**config.mk**
```make
export PLATFORM = sky130hd
export DESIGN_NAME = msd_similarity_accumulator
export DESIGN_NICKNAME = d
export VERILOG_FILES = /design/src/sv/msa_pkg.sv /design/src/sv/msa_front.sv /design/src/sv/msa_queue.sv /design/src/sv/msa_back.sv /design/src/sv/msd_similarity_accumulator.sv
export SDC_FILE = /design/constraint.sdc
export NUM_CORES = 1
export LEC_CHECK = 0
export BUFFER_PORTS_ARGS = -buffer_cell sky130_fd_sc_hd__buf_2
export CORE_MARGIN = 1
export CORE_UTILIZATION = 65
export DETAILED_ROUTE_END_ITERATION = 6
export GPL_TIMING_DRIVEN = 0
export PLACE_DENSITY_LB_ADDON = 0.08
export SYNTH_ARGS = -nofsm -noshare
export SYNTH_HDL_FRONTEND = slang
export SYNTH_HIERARCHICAL = 1
export SYNTH_SLANG_ARGS = --single-unit
```
**constraint.sdc**
```tcl
create_clock -name clk_i -period 15.4 [get_ports clk_i]
set_input_delay 4.62 -clock clk_i [delete_from_list [all_inputs] [get_ports clk_i]]
set_output_delay 4.62 -clock clk_i [all_outputs]
set_load 0.05 [all_outputs]
```
**src/sv/msa_pkg.sv**
```systemverilog
package msa_pkg;

  // Field widths
  localparam int unsigned RATING_W = 8;
  localparam int unsigned SUM_W    = 28;
  localparam int unsigned SIM_W    = 29;
  localparam int unsigned NUM_W    = 29;
  localparam int unsigned MINC_W   = 7;
  localparam int unsigned PEN_W    = 16;
  localparam int unsigned SQ_W     = 2 * RATING_W;
  localparam int unsigned TDATA_IN_W  = 16;
  localparam int unsigned TDATA_OUT_W = 32;
  localparam int unsigned CFG_IDX_W   = 8;
  localparam int unsigned CFG_DATA_W  = 16;

  localparam logic [SUM_W-1:0]  SUM_MAX         = {SUM_W{1'b1}};
  localparam logic [MINC_W-1:0] MIN_COMMON_RST  = 7'd5;
  localparam logic [PEN_W-1:0]  PENALTY_RST     = 16'd1024;

  // Configuration register indexes
  typedef enum logic [CFG_IDX_W-1:0] {
    CFG_MIN_COMMON      = 8'd0,
    CFG_MISSING_PENALTY = 8'd1
  } msa_cfg_idx_e;

  // Configuration as seen by the back end
  typedef struct packed {
    logic [MINC_W-1:0] min_common;
    logic [PEN_W-1:0]  missing_penalty;
  } msa_cfg_t;

  // Back end sequencer states
  typedef enum logic [1:0] {
    B_IDLE,
    B_PREP,
    B_DIV,
    B_DONE
  } msa_back_state_e;

endpackage

```
**src/sv/msa_front.sv**
```systemverilog
module msa_front #(
  parameter int unsigned MAX_ITEMS = 4096,
  parameter int unsigned CNT_W     = 13
) (
  input  logic                                clk_i,
  input  logic                                rst_ni,
  input  logic                                item_valid_i,
  output logic                                item_ready_o,
  input  logic [msa_pkg::RATING_W-1:0]        item_first_i,
  input  logic [msa_pkg::RATING_W-1:0]        item_second_i,
  input  logic                                item_last_i,
  output logic                                job_valid_o,
  input  logic                                job_ready_i,
  output logic [msa_pkg::SUM_W-1:0]           job_sum_o,
  output logic [CNT_W-1:0]                    job_cnt_o
);
  import msa_pkg::*;

  logic [SUM_W-1:0]    sum_q, sum_d;
  logic [CNT_W-1:0]    cnt_q, cnt_d;
  logic [RATING_W-1:0] diff;
  logic [SQ_W-1:0]     sq;
  logic [SUM_W:0]      sum_ext;
  logic [SUM_W-1:0]    sum_new;
  logic [CNT_W-1:0]    cnt_new;
  logic                hit;
  logic                accept;

  // Squared difference and saturating sum
  always_comb begin
    diff    = (item_first_i >= item_second_i) ? (item_first_i - item_second_i)
                                              : (item_second_i - item_first_i);
    sq      = SQ_W'(diff) * SQ_W'(diff);
    sum_ext = {1'b0, sum_q} + (SUM_W + 1)'(sq);
    hit     = (item_second_i != '0) && (cnt_q < CNT_W'(MAX_ITEMS));
    sum_new = sum_q;
    cnt_new = cnt_q;
    if (hit) begin
      sum_new = sum_ext[SUM_W] ? SUM_MAX : sum_ext[SUM_W-1:0];
      cnt_new = cnt_q + CNT_W'(1);
    end
  end

  // Stall the stream only when the job queue is full
  assign item_ready_o = job_ready_i;
  assign accept       = item_valid_i && job_ready_i;
  assign job_valid_o  = item_valid_i && item_last_i;
  assign job_sum_o    = sum_new;
  assign job_cnt_o    = cnt_new;

  // Advance accumulators, clear after the last item
  always_comb begin
    sum_d = sum_q;
    cnt_d = cnt_q;
    if (accept) begin
      if (item_last_i) begin
        sum_d = '0;
        cnt_d = '0;
      end else begin
        sum_d = sum_new;
        cnt_d = cnt_new;
      end
    end
  end

  always_ff @(posedge clk_i or negedge rst_ni) begin
    if (!rst_ni) begin
      sum_q <= '0;
      cnt_q <= '0;
    end else begin
      sum_q <= sum_d;
      cnt_q <= cnt_d;
    end
  end

endmodule

```
**src/sv/msa_queue.sv**
```systemverilog
module msa_queue #(
  parameter int unsigned WIDTH = 41
) (
  input  logic             clk_i,
  input  logic             rst_ni,
  input  logic             push_i,
  input  logic [WIDTH-1:0] push_data_i,
  output logic             not_full_o,
  input  logic             pop_i,
  output logic             not_empty_o,
  output logic [WIDTH-1:0] pop_data_o
);
  import msa_pkg::*;

  logic [WIDTH-1:0] mem_q [2];
  logic             wr_ptr_q, wr_ptr_d;
  logic             rd_ptr_q, rd_ptr_d;
  logic [1:0]       fill_q, fill_d;
  logic             do_push, do_pop;

  assign not_full_o  = (fill_q != 2'd2);
  assign not_empty_o = (fill_q != 2'd0);
  assign pop_data_o  = mem_q[rd_ptr_q];
  assign do_push     = push_i && not_full_o;
  assign do_pop      = pop_i && not_empty_o;

  // Advance pointers and fill level
  always_comb begin
    wr_ptr_d = do_push ? ~wr_ptr_q : wr_ptr_q;
    rd_ptr_d = do_pop ? ~rd_ptr_q : rd_ptr_q;
    fill_d   = fill_q;
    if (do_push && !do_pop) begin
      fill_d = fill_q + 2'd1;
    end else if (do_pop && !do_push) begin
      fill_d = fill_q - 2'd1;
    end
  end

  always_ff @(posedge clk_i or negedge rst_ni) begin
    if (!rst_ni) begin
      wr_ptr_q <= 1'b0;
      rd_ptr_q <= 1'b0;
      fill_q   <= 2'd0;
    end else begin
      wr_ptr_q <= wr_ptr_d;
      rd_ptr_q <= rd_ptr_d;
      fill_q   <= fill_d;
    end
  end

  // Store entries
  always_ff @(posedge clk_i) begin
    if (do_push) begin
      mem_q[wr_ptr_q] <= push_data_i;
    end
  end

endmodule

```
**src/sv/msa_back.sv**
```systemverilog
module msa_back #(
  parameter int unsigned CNT_W = 13
) (
  input  logic                          clk_i,
  input  logic                          rst_ni,
  input  msa_pkg::msa_cfg_t             cfg_i,
  input  logic                          job_valid_i,
  output logic                          job_pop_o,
  input  logic [msa_pkg::SUM_W-1:0]     job_sum_i,
  input  logic [CNT_W-1:0]              job_cnt_i,
  output logic                          res_valid_o,
  input  logic                          res_ready_i,
  output logic [msa_pkg::SIM_W-1:0]     res_sim_o,
  output logic                          res_defined_o
);
  import msa_pkg::*;

  localparam int unsigned DIV_W  = (CNT_W > MINC_W) ? CNT_W : MINC_W;
  localparam int unsigned STEP_W = $clog2(NUM_W);
  localparam int unsigned PROD_W = PEN_W + MINC_W;

  msa_back_state_e  state_q, state_d;
  logic [SUM_W-1:0] job_sum_q, job_sum_d;
  logic [CNT_W-1:0] job_cnt_q, job_cnt_d;
  logic [NUM_W-1:0] num_q, num_d;
  logic [DIV_W-1:0] rem_q, rem_d;
  logic [DIV_W-1:0] div_q, div_d;
  logic [STEP_W-1:0] step_q, step_d;
  logic             def_q, def_d;
  logic             out_valid_q, out_valid_d;
  logic [SIM_W-1:0] out_sim_q, out_sim_d;
  logic             out_def_q, out_def_d;

  logic             use_pen;
  logic [PROD_W-1:0] pen_prod;
  logic [DIV_W:0]   trial;
  logic [DIV_W:0]   trial_sub;
  logic             ge;
  logic [SUM_W-1:0] mag;

  // Shrinkage term and one restoring division step
  always_comb begin
    use_pen   = DIV_W'(job_cnt_q) < DIV_W'(cfg_i.min_common);
    pen_prod  = PROD_W'(cfg_i.missing_penalty) *
                PROD_W'(cfg_i.min_common - MINC_W'(job_cnt_q));
    trial     = {rem_q, num_q[NUM_W-1]};
    trial_sub = trial - {1'b0, div_q};
    ge        = trial >= {1'b0, div_q};
    mag       = num_q[NUM_W-1] ? SUM_MAX : num_q[SUM_W-1:0];
  end

  // Sequence: take job, set up division, iterate, hand off result
  always_comb begin
    state_d     = state_q;
    job_sum_d   = job_sum_q;
    job_cnt_d   = job_cnt_q;
    num_d       = num_q;
    rem_d       = rem_q;
    div_d       = div_q;
    step_d      = step_q;
    def_d       = def_q;
    out_valid_d = out_valid_q;
    out_sim_d   = out_sim_q;
    out_def_d   = out_def_q;
    job_pop_o   = 1'b0;

    // Drop the output request once taken
    if (out_valid_q && res_ready_i) begin
      out_valid_d = 1'b0;
    end

    case (state_q)
      B_IDLE: begin
        if (job_valid_i) begin
          job_pop_o = 1'b1;
          job_sum_d = job_sum_i;
          job_cnt_d = job_cnt_i;
          state_d   = B_PREP;
        end
      end
      B_PREP: begin
        def_d  = (job_cnt_q != '0);
        rem_d  = '0;
        step_d = '0;
        if (use_pen) begin
          num_d = {1'b0, job_sum_q} + NUM_W'(pen_prod);
          div_d = DIV_W'(cfg_i.min_common);
        end else begin
          num_d = {1'b0, job_sum_q};
          div_d = DIV_W'(job_cnt_q);
        end
        state_d = (job_cnt_q != '0) ? B_DIV : B_DONE;
      end
      B_DIV: begin
        num_d  = {num_q[NUM_W-2:0], ge};
        rem_d  = ge ? trial_sub[DIV_W-1:0] : trial[DIV_W-1:0];
        step_d = step_q + STEP_W'(1);
        if (step_q == STEP_W'(NUM_W - 1)) begin
          state_d = B_DONE;
        end
      end
      B_DONE: begin
        if (!out_valid_q || res_ready_i) begin
          out_valid_d = 1'b1;
          out_def_d   = def_q;
          out_sim_d   = def_q ? (SIM_W'(0) - SIM_W'(mag)) : '0;
          state_d     = B_IDLE;
        end
      end
      default: begin
        state_d = B_IDLE;
      end
    endcase
  end

  always_ff @(posedge clk_i or negedge rst_ni) begin
    if (!rst_ni) begin
      state_q     <= B_IDLE;
      out_valid_q <= 1'b0;
    end else begin
      state_q     <= state_d;
      out_valid_q <= out_valid_d;
    end
  end

  // Hold datapath registers
  always_ff @(posedge clk_i) begin
    job_sum_q <= job_sum_d;
    job_cnt_q <= job_cnt_d;
    num_q     <= num_d;
    rem_q     <= rem_d;
    div_q     <= div_d;
    step_q    <= step_d;
    def_q     <= def_d;
    out_sim_q <= out_sim_d;
    out_def_q <= out_def_d;
  end

  assign res_valid_o   = out_valid_q;
  assign res_sim_o     = out_sim_q;
  assign res_defined_o = out_def_q;

endmodule

```
**src/sv/msd_similarity_accumulator.sv**
```systemverilog
// Takes one rating pair per cycle; the input stalls only while the 2-entry job queue is full.
// A result follows the last item of a list through the job queue, the job pop, setup,
// the bit-serial divider, and the output register load.
// The back end works on one list at a time; the front end keeps taking items meanwhile.
// Reset (rst_ni low, asynchronous) clears accumulators, queue and output valid,
// and sets min_common to 5 and missing_penalty to 1024.
module msd_similarity_accumulator #(
  parameter int unsigned MAX_ITEMS = 4096
) (
  input  logic                                 clk_i,
  input  logic                                 rst_ni,
  input  logic                                 s_axis_tvalid,
  output logic                                 s_axis_tready,
  // [7:0] rating_first, [15:8] rating_second
  input  logic [msa_pkg::TDATA_IN_W-1:0]       s_axis_tdata,
  input  logic                                 s_axis_tlast,
  output logic                                 m_axis_tvalid,
  input  logic                                 m_axis_tready,
  // [28:0] similarity, [31:29] zero
  output logic [msa_pkg::TDATA_OUT_W-1:0]      m_axis_tdata,
  // [0] defined
  output logic                                 m_axis_tuser,
  input  logic                                 cfg_valid_i,
  output logic                                 cfg_ready_o,
  input  logic [msa_pkg::CFG_IDX_W-1:0]        cfg_index_i,
  input  logic [msa_pkg::CFG_DATA_W-1:0]       cfg_data_i
);
  import msa_pkg::*;

  localparam int unsigned CNT_W = $clog2(MAX_ITEMS + 1);
  localparam int unsigned JOB_W = SUM_W + CNT_W;

  msa_cfg_t         cfg_q, cfg_d;
  logic             job_valid, job_ready, job_pop, q_not_empty;
  logic [SUM_W-1:0] front_sum;
  logic [CNT_W-1:0] front_cnt;
  logic [JOB_W-1:0] q_data;
  logic [SIM_W-1:0] res_sim;

  // Configuration writes
  assign cfg_ready_o = 1'b1;

  always_comb begin
    cfg_d = cfg_q;
    if (cfg_valid_i) begin
      case (cfg_index_i)
        CFG_MIN_COMMON:      cfg_d.min_common      = cfg_data_i[MINC_W-1:0];
        CFG_MISSING_PENALTY: cfg_d.missing_penalty = cfg_data_i[PEN_W-1:0];
        default:             cfg_d = cfg_q;
      endcase
    end
  end

  always_ff @(posedge clk_i or negedge rst_ni) begin
    if (!rst_ni) begin
      cfg_q.min_common      <= MIN_COMMON_RST;
      cfg_q.missing_penalty <= PENALTY_RST;
    end else begin
      cfg_q <= cfg_d;
    end
  end

  msa_front #(
    .MAX_ITEMS (MAX_ITEMS),
    .CNT_W     (CNT_W)
  ) u_front (
    .clk_i         (clk_i),
    .rst_ni        (rst_ni),
    .item_valid_i  (s_axis_tvalid),
    .item_ready_o  (s_axis_tready),
    .item_first_i  (s_axis_tdata[RATING_W-1:0]),
    .item_second_i (s_axis_tdata[2*RATING_W-1:RATING_W]),
    .item_last_i   (s_axis_tlast),
    .job_valid_o   (job_valid),
    .job_ready_i   (job_ready),
    .job_sum_o     (front_sum),
    .job_cnt_o     (front_cnt)
  );

  msa_queue #(
    .WIDTH (JOB_W)
  ) u_queue (
    .clk_i       (clk_i),
    .rst_ni      (rst_ni),
    .push_i      (job_valid),
    .push_data_i ({front_cnt, front_sum}),
    .not_full_o  (job_ready),
    .pop_i       (job_pop),
    .not_empty_o (q_not_empty),
    .pop_data_o  (q_data)
  );

  msa_back #(
    .CNT_W (CNT_W)
  ) u_back (
    .clk_i         (clk_i),
    .rst_ni        (rst_ni),
    .cfg_i         (cfg_q),
    .job_valid_i   (q_not_empty),
    .job_pop_o     (job_pop),
    .job_sum_i     (q_data[SUM_W-1:0]),
    .job_cnt_i     (q_data[JOB_W-1:SUM_W]),
    .res_valid_o   (m_axis_tvalid),
    .res_ready_i   (m_axis_tready),
    .res_sim_o     (res_sim),
    .res_defined_o (m_axis_tuser)
  );

  assign m_axis_tdata = {{(TDATA_OUT_W - SIM_W){1'b0}}, res_sim};

`ifndef SYNTH
  // An undefined result carries zero similarity
  a_undef_zero: assert property (@(posedge clk_i) disable iff (!rst_ni)
    (m_axis_tvalid && !m_axis_tuser) |-> (m_axis_tdata == '0))
    else $error("undefined result with nonzero similarity");

  // Similarity is never positive
  a_nonpositive: assert property (@(posedge clk_i) disable iff (!rst_ni)
    m_axis_tvalid |-> (m_axis_tdata[SIM_W-1] || (m_axis_tdata[SIM_W-1:0] == '0)))
    else $error("positive similarity");

  // A popped job was present in the queue
  a_pop_nonempty: assert property (@(posedge clk_i) disable iff (!rst_ni)
    job_pop |-> q_not_empty)
    else $error("job popped from empty queue");
`endif

endmodule
```
==> results.json, run 1 <==
{
  "status": "complete, but fails checks",
  "violations": "design-rule violations",
  "post-route-min-period_ps": 10980,
  "worstMarginPinSlew_ps": 1390,
  "slew_headroom_pct": 6.15,
  "ant_nets": 0,
  "die_h_microns": 188,
  "cts_made_buffers": 30,
  "worst_r2r_path_depth": 32,
  "areaGrowthSynthToFinish_pct": 9.32,
  "wl_per_cell_microns": 18.4,
  "path_class": "input pin to flop",
  "hp-start": "u_queue/fill_q[1]$_DFFE_PN0P_",
  "clk_path_buf_depth": 3,
  "holdPathEnd": "u_queue/fill_q[1]$_DFFE_PN0P_",
  "start_kind": "input pin",
  "yosysSeqAreaShare_pct": 36.4,
  "ys_ff_latch": 285,
  "drt_iter0_markers": 1008,
  "grt_pass1_vias": 16600,
  "cts_tree": "yes",
  "async_reset_ff_share_pct": 24.9,
  "layout_setup_ws_ps": 4420,
  "numPortBuffers": 77,
  "place_ws_ps": 3890,
  "fmax_ghz": 0.0911,
  "dr.pass1.iters": 7,
  "yosys_warnings": 6,
  "start_util_pct": 66.7,
  "timing.final.crit_share_pct": 71.3,
  "cts_max_level": 1,
  "syn_avg_cell_area_sq_um": 10.3,
  "clk_pin_slew_ps": 60,
  "route.detailed.drc": 1,
  "setup_viol": 0,
  "cap_viol_max_count": 0,
  "cp_slowest_cell": "xor2_1",
  "skew_ps": 25.4,
  "reg2reg_to": "u_back/num_q[22]$_DFFE_PP_",
  "clock_sinks": 285,
  "grt_max_degree": 49,
  "worst-path-max-fanout": 10,
  "r2r_slack_ps": 6030,
  "antenna_found_initial": 0,
  "layout.nets": 2652,
  "rsz0062_at_grt": "false",
  "synth_top_area_share_pct": 28.5,
  "grt_pass1_wl_mm": 84.7,
  "synthFlopType": "edfxtp_1",
  "yosysTopAreaCell": "edfxtp_1",
  "vias_per_cell": 5.84,
  "synth_edf_count": 214,
  "hold_class": "flop to flop",
  "route.vias.total": 16200,
  "cts-resized-gates": 0,
  "gp_congestion": 0.947,
  "grt_usage_pct": 29.9,
  "cts-root-buf": "clkbuf_16",
  "top_level_ports": 82,
  "synthTopCellsByCount": "inv_1, edfxtp_1, nor2_1, ha_1, nand2_1",
  "post-cts-setup-buffers": 0,
  "crit_required_ps": 15710,
  "synth.most_common_cell": "inv_1",
  "cts_hold_buf": 0,
  "wirelength_mm": 51.0,
  "dieArea_sq_um": 35400,
  "cp-end-kind": "flop",
  "fp-row-count": 67,
  "synth.distinct_cells": 109,
  "setup_tns_ps": 0,
  "slew_viol_final": 0,
  "hold_viol": 0,
  "rr_startpoint": "u_back/job_cnt_q[0]$_DFFE_PP_",
  "grt.overflow.total": 0,
  "slowest_delay_ps": 680,
  "clock_latency_ps": 590,
  "drive_gt1_share_pct": 13.0,
  "syn-instance-count": 2190,
  "hold_ws_ps": 530,
  "core_sq_um": 33800,
  "arrival_ps": 11290,
  "ys_top_cells_by_area": "edfxtp_1, fa_1, ha_1",
  "dp_hpwl_mm": 40.2,
  "min_path_cells": 1,
  "die_width_microns": 188,
  "final_util_pct": 72.9,
  "syn-cell-area_sq_um": 22500
}
registers in the layout (all words and copies together) (netlist names), 2 cells and up:
register / count
u_queue/mem_q: 82
u_back/num_q: 29
u_back/res_sim_o: 29
u_back/job_sum_q: 28
u_front/sum_q: 28
cfg_q: 23
u_back/div_q: 13
u_back/job_cnt_q: 13
u_back/rem_q: 13
u_front/cnt_q: 13
u_back/step_q: 5
u_back/state_q: 2
u_queue/fill_q: 2
routing by layer:
layer	track usage, %	vias up	wire length (microns)
met3	3.15	79	2460
met2	52.3	442	25400
li1	-	7715	-
met1	39.5	7976	21800
met5	0	-	0
met4	8.66	0	1360
stage by stage:
stage,std cells,area (sq um)
after global placement,2717,23500
final,2778,24600
after detailed placement,2721,23600
after global routing,2777,24600
after floorplan,2192,22500
after CTS,2777,24600
placed cells by master (no fill, tap or decap), drive strengths merged, types with 26 or more instances in the layout:
cell type and count:
a21oi 116, a31oi 26, and2 93, buf 115, clkbuf 88, dfrtp 68, edfxtp 214, fa 127
ha 174, inv 276, mux2 66, mux2i 28, nand2 144, nand3 38, nor2 196, nor2b 34
nor3 31, o21ai 105, xnor2 63, xor2 64
cell families (layout without fill, tap and decap cells):
logic type               count (synthesis)  in the layout  synth area share (%)
AO/OA/AOI/OAI                          383            383                  11.2
XOR/XNOR                               127            127                  5.12
adder cells (fa/ha/maj)                301            301                  20.9
buffers and inverters                  359            496                  6.72
flip-flops                             285            285                  36.4
multiplexers                            94             94                  5.37
other                                    2              5                0.0333
AND/OR/NAND/NOR                        639            639                  14.2
area by class of cell:
| type | instances | area [sq um] |
|---|---|---|
| inverters | 274 | 1030 |
| diodes | 1 | 2.50 |
| flip-flops and latches | 285 | 8210 |
| fillers | 2466 | 9150 |
| clock inverters | 19 | 243 |
| multi-input cells | 1548 | 12800 |
| well taps | 448 | 561 |
| plain buffers | 85 | 487 |
| clock buffers | 37 | 797 |
| repair buffers | 81 | 475 |
worst max-delay path, delay by kind of cell:
family                   cells  cell delay, ps
buffers and inverters        7             710
AO/OA/AOI/OAI                5             930
adder cells (fa/ha/maj)      7            2630
multiplexers                 1             270
AND/OR/NAND/NOR              7            1210
XOR/XNOR                     2             880
worst max-delay path by stage:
| stage | startpoint | end | slack, ps |
|---|---|---|---|
| 4_1_cts | s_axis_tdata[0] | u_queue/mem_q[1][3]$_DFFE_PP_ | 4450 |
| 2_1_floorplan | s_axis_tdata[0] | u_queue/mem_q[0][13]$_DFFE_PP_ | 4840 |
| 6_report | s_axis_tdata[0] | u_queue/mem_q[0][3]$_DFFE_PP_ | 4420 |
| 3_5_place_dp | s_axis_tdata[0] | u_queue/mem_q[0][3]$_DFFE_PP_ | 3890 |
| 5_1_grt | s_axis_tdata[0] | u_queue/mem_q[0][3]$_DFFE_PP_ | 4010 |
| 3_3_place_gp | s_axis_tdata[0] | u_queue/mem_q[0][3]$_DFFE_PP_ | 3940 |
Power of run 1 is not shown: default switching activity piles up to over one toggle a cycle in this logic, so the estimate is an artifact.
==> run 2, diff against run 1 <==
CORE_UTILIZATION = 64   (was 65)
clock period = 11.4 ns   (was 15.4 ns; I/O delays follow)
==> run 2 against run 1 <==
The flow now finishes without violations. Die area up 1.5%. Cell area is essentially flat. Sequential share of layout area is essentially flat. Worst setup slack got worse by 2800 ps. Worst hold slack got worse by 32 ps. Clock-buffer cell count fell by 3. Global-route usage down 0.60 points. Clock skew shrank 14 ps. Register-to-register slack lost 4200 ps.
==> results.json, run 2 (synthesis gave the netlist of run 1 again) <==
{
  "clk_pin_slew_ps": 60,
  "ant_nets": 0,
  "cp_slowest_cell": "fa_1",
  "numPortBuffers": 77,
  "clk_path_buf_depth": 3,
  "layout_common_cells": "inv_1, edfxtp_1, nor2_1, ha_1, nand2_1",
  "path_class": "input pin to flop",
  "clock_latency_ps": 580,
  "timing.final.crit_share_pct": 85.6,
  "cts-resized-gates": 0,
  "top_register": "u_queue/mem_q",
  "gp_congestion": 0.955,
  "grt_pass1_vias": 16400,
  "insertedDiodeCount": 0,
  "worst_r2r_path_depth": 32,
  "cp-end-kind": "flop",
  "route.detailed.drc": 0,
  "dp_hpwl_mm": 40.0,
  "dieArea_sq_um": 36000,
  "crit_family": "adder cells",
  "post-route-min-period_ps": 9760,
  "hold_viol": 0,
  "start_util_pct": 65.1,
  "grt_usage_pct": 29.3,
  "cts_hold_buf": 0,
  "cts-root-buf": "clkbuf_16",
  "start_kind": "input pin",
  "grt_pass1_wl_mm": 83.5,
  "status": "complete, no violations",
  "drive_gt1_share_pct": 13.2,
  "antenna_found_initial": 0,
  "cp-endpoint": "u_queue/mem_q[1][18]$_DFFE_PP_",
  "top_level_ports": 82,
  "cpMostUsedCell": "inv_1",
  "worst-path-max-fanout": 9,
  "areaGrowthSynthToFinish_pct": 9.39,
  "final_common_cell": "inv_1",
  "cts_max_level": 1,
  "rr_startpoint": "u_back/job_cnt_q[0]$_DFFE_PP_",
  "dr.pass1.iters": 6,
  "grt_max_degree": 49,
  "crit_cells": 27,
  "cap_viol_max_count": 0,
  "route.vias.total": 16100,
  "path_buf_inv": 7,
  "fp-row-count": 68,
  "filler_cell_count": 2578,
  "slew_headroom_pct": 10.6,
  "wl_per_cell_microns": 18.3,
  "fmax_ghz": 0.102,
  "rsz0062_at_grt": "false",
  "skew_ps": 11.1,
  "post-cts-setup-buffers": 0,
  "slew_viol_final": 0,
  "largest_reg_flops": 82,
  "arrival_ps": 10080,
  "die_h_microns": 190,
  "setup_viol": 0,
  "layout.nets": 2652,
  "worstMarginPinSlew_ps": 1330,
  "wirelength_mm": 51.0,
  "core_sq_um": 34600,
  "setup_tns_ps": 0,
  "crit_required_ps": 11720,
  "cts_tree": "yes",
  "slowest_delay_ps": 560,
  "r2r_slack_ps": 1820,
  "clock_sinks": 285,
  "hold_class": "flop to flop",
  "drt_iter0_markers": 895,
  "reg2reg_to": "u_back/num_q[28]$_DFFE_PP_",
  "cts_made_buffers": 31,
  "vias_per_cell": 5.79,
  "grt.overflow.total": 0,
  "startpoint": "s_axis_tdata[0]",
  "die_width_microns": 190
}
-- run 2: cell types whose count changed in the layout (fill, tap and decap cells not counted), moves of 2 or more --
cell        before  now
inv_6            2    4
clkinv_2         6    4
clkinvlp_4       2    4
clkbuf_1        54   51
clkinv_4         3    5
inv_8            0    2
-- run 2: worst min path at each step --
stage                                       start  slack, ps  depth (start not counted)                             to
floorplan           u_queue/fill_q[1]$_DFFE_PN0P_        460                          1  u_queue/fill_q[1]$_DFFE_PN0P_
global placement    u_queue/fill_q[1]$_DFFE_PN0P_        470                          1  u_queue/fill_q[1]$_DFFE_PN0P_
detailed placement  u_queue/fill_q[1]$_DFFE_PN0P_        490                          1  u_queue/fill_q[1]$_DFFE_PN0P_
CTS                 u_queue/fill_q[1]$_DFFE_PN0P_        490                          1  u_queue/fill_q[1]$_DFFE_PN0P_
global route        u_queue/fill_q[1]$_DFFE_PN0P_        500                          1  u_queue/fill_q[1]$_DFFE_PN0P_
finish              u_queue/fill_q[1]$_DFFE_PN0P_        500                          1  u_queue/fill_q[1]$_DFFE_PN0P_
-- run 2: layout make-up --
| cell class | instances | area (sq um) | share of cell area (%) |
|---|---|---|---|
| Clock inverter | 24 | 275 | 1.12 |
| Inverter | 274 | 1030 | 4.17 |
| Sequential cell | 285 | 8210 | 33.3 |
| Tap cell | 455 | 569 | 2.31 |
| Clock buffer | 34 | 797 | 3.23 |
| Timing Repair Buffer | 80 | 455 | 1.85 |
| Multi-Input combinational cell | 1548 | 12800 | 52.1 |
| Buffer | 85 | 487 | 1.97 |
-- run 2: worst reg2reg max path, delay by kind of cell (launching register included) --
kind,cells,cell delay [ps]
AND/OR/NAND/NOR,6,1300
flip-flops,1,520
multiplexers,1,80
adder cells (fa/ha/maj),8,3350
buffers and inverters,7,1050
XOR/XNOR,1,340
AO/OA/AOI/OAI,9,2740
-- run 2: layer usage --
| layer | GRT usage (%) | wire (microns) |
|---|---|---|
| met1 | 37.7 | 21900 |
| met2 | 51.6 | 25300 |
| met3 | 3.15 | 2170 |
| met4 | 9.89 | 1670 |
| met5 | 0 | 0 |
-- run 2: through the flow --
step	area, sq um	instances	worst slack [ps]	util, %	hold slack (ps)
after floorplan	22500	2192	2040	-	456
after global placement	23500	2724	1190	67.9	471
after detailed placement	23600	2727	1080	68.1	486
after CTS	24700	2785	1660	71.2	495
after global routing	24700	2785	1230	71.2	501
final	24700	2785	1640	71.2	498
Power of run 2 is left out for the same reason.
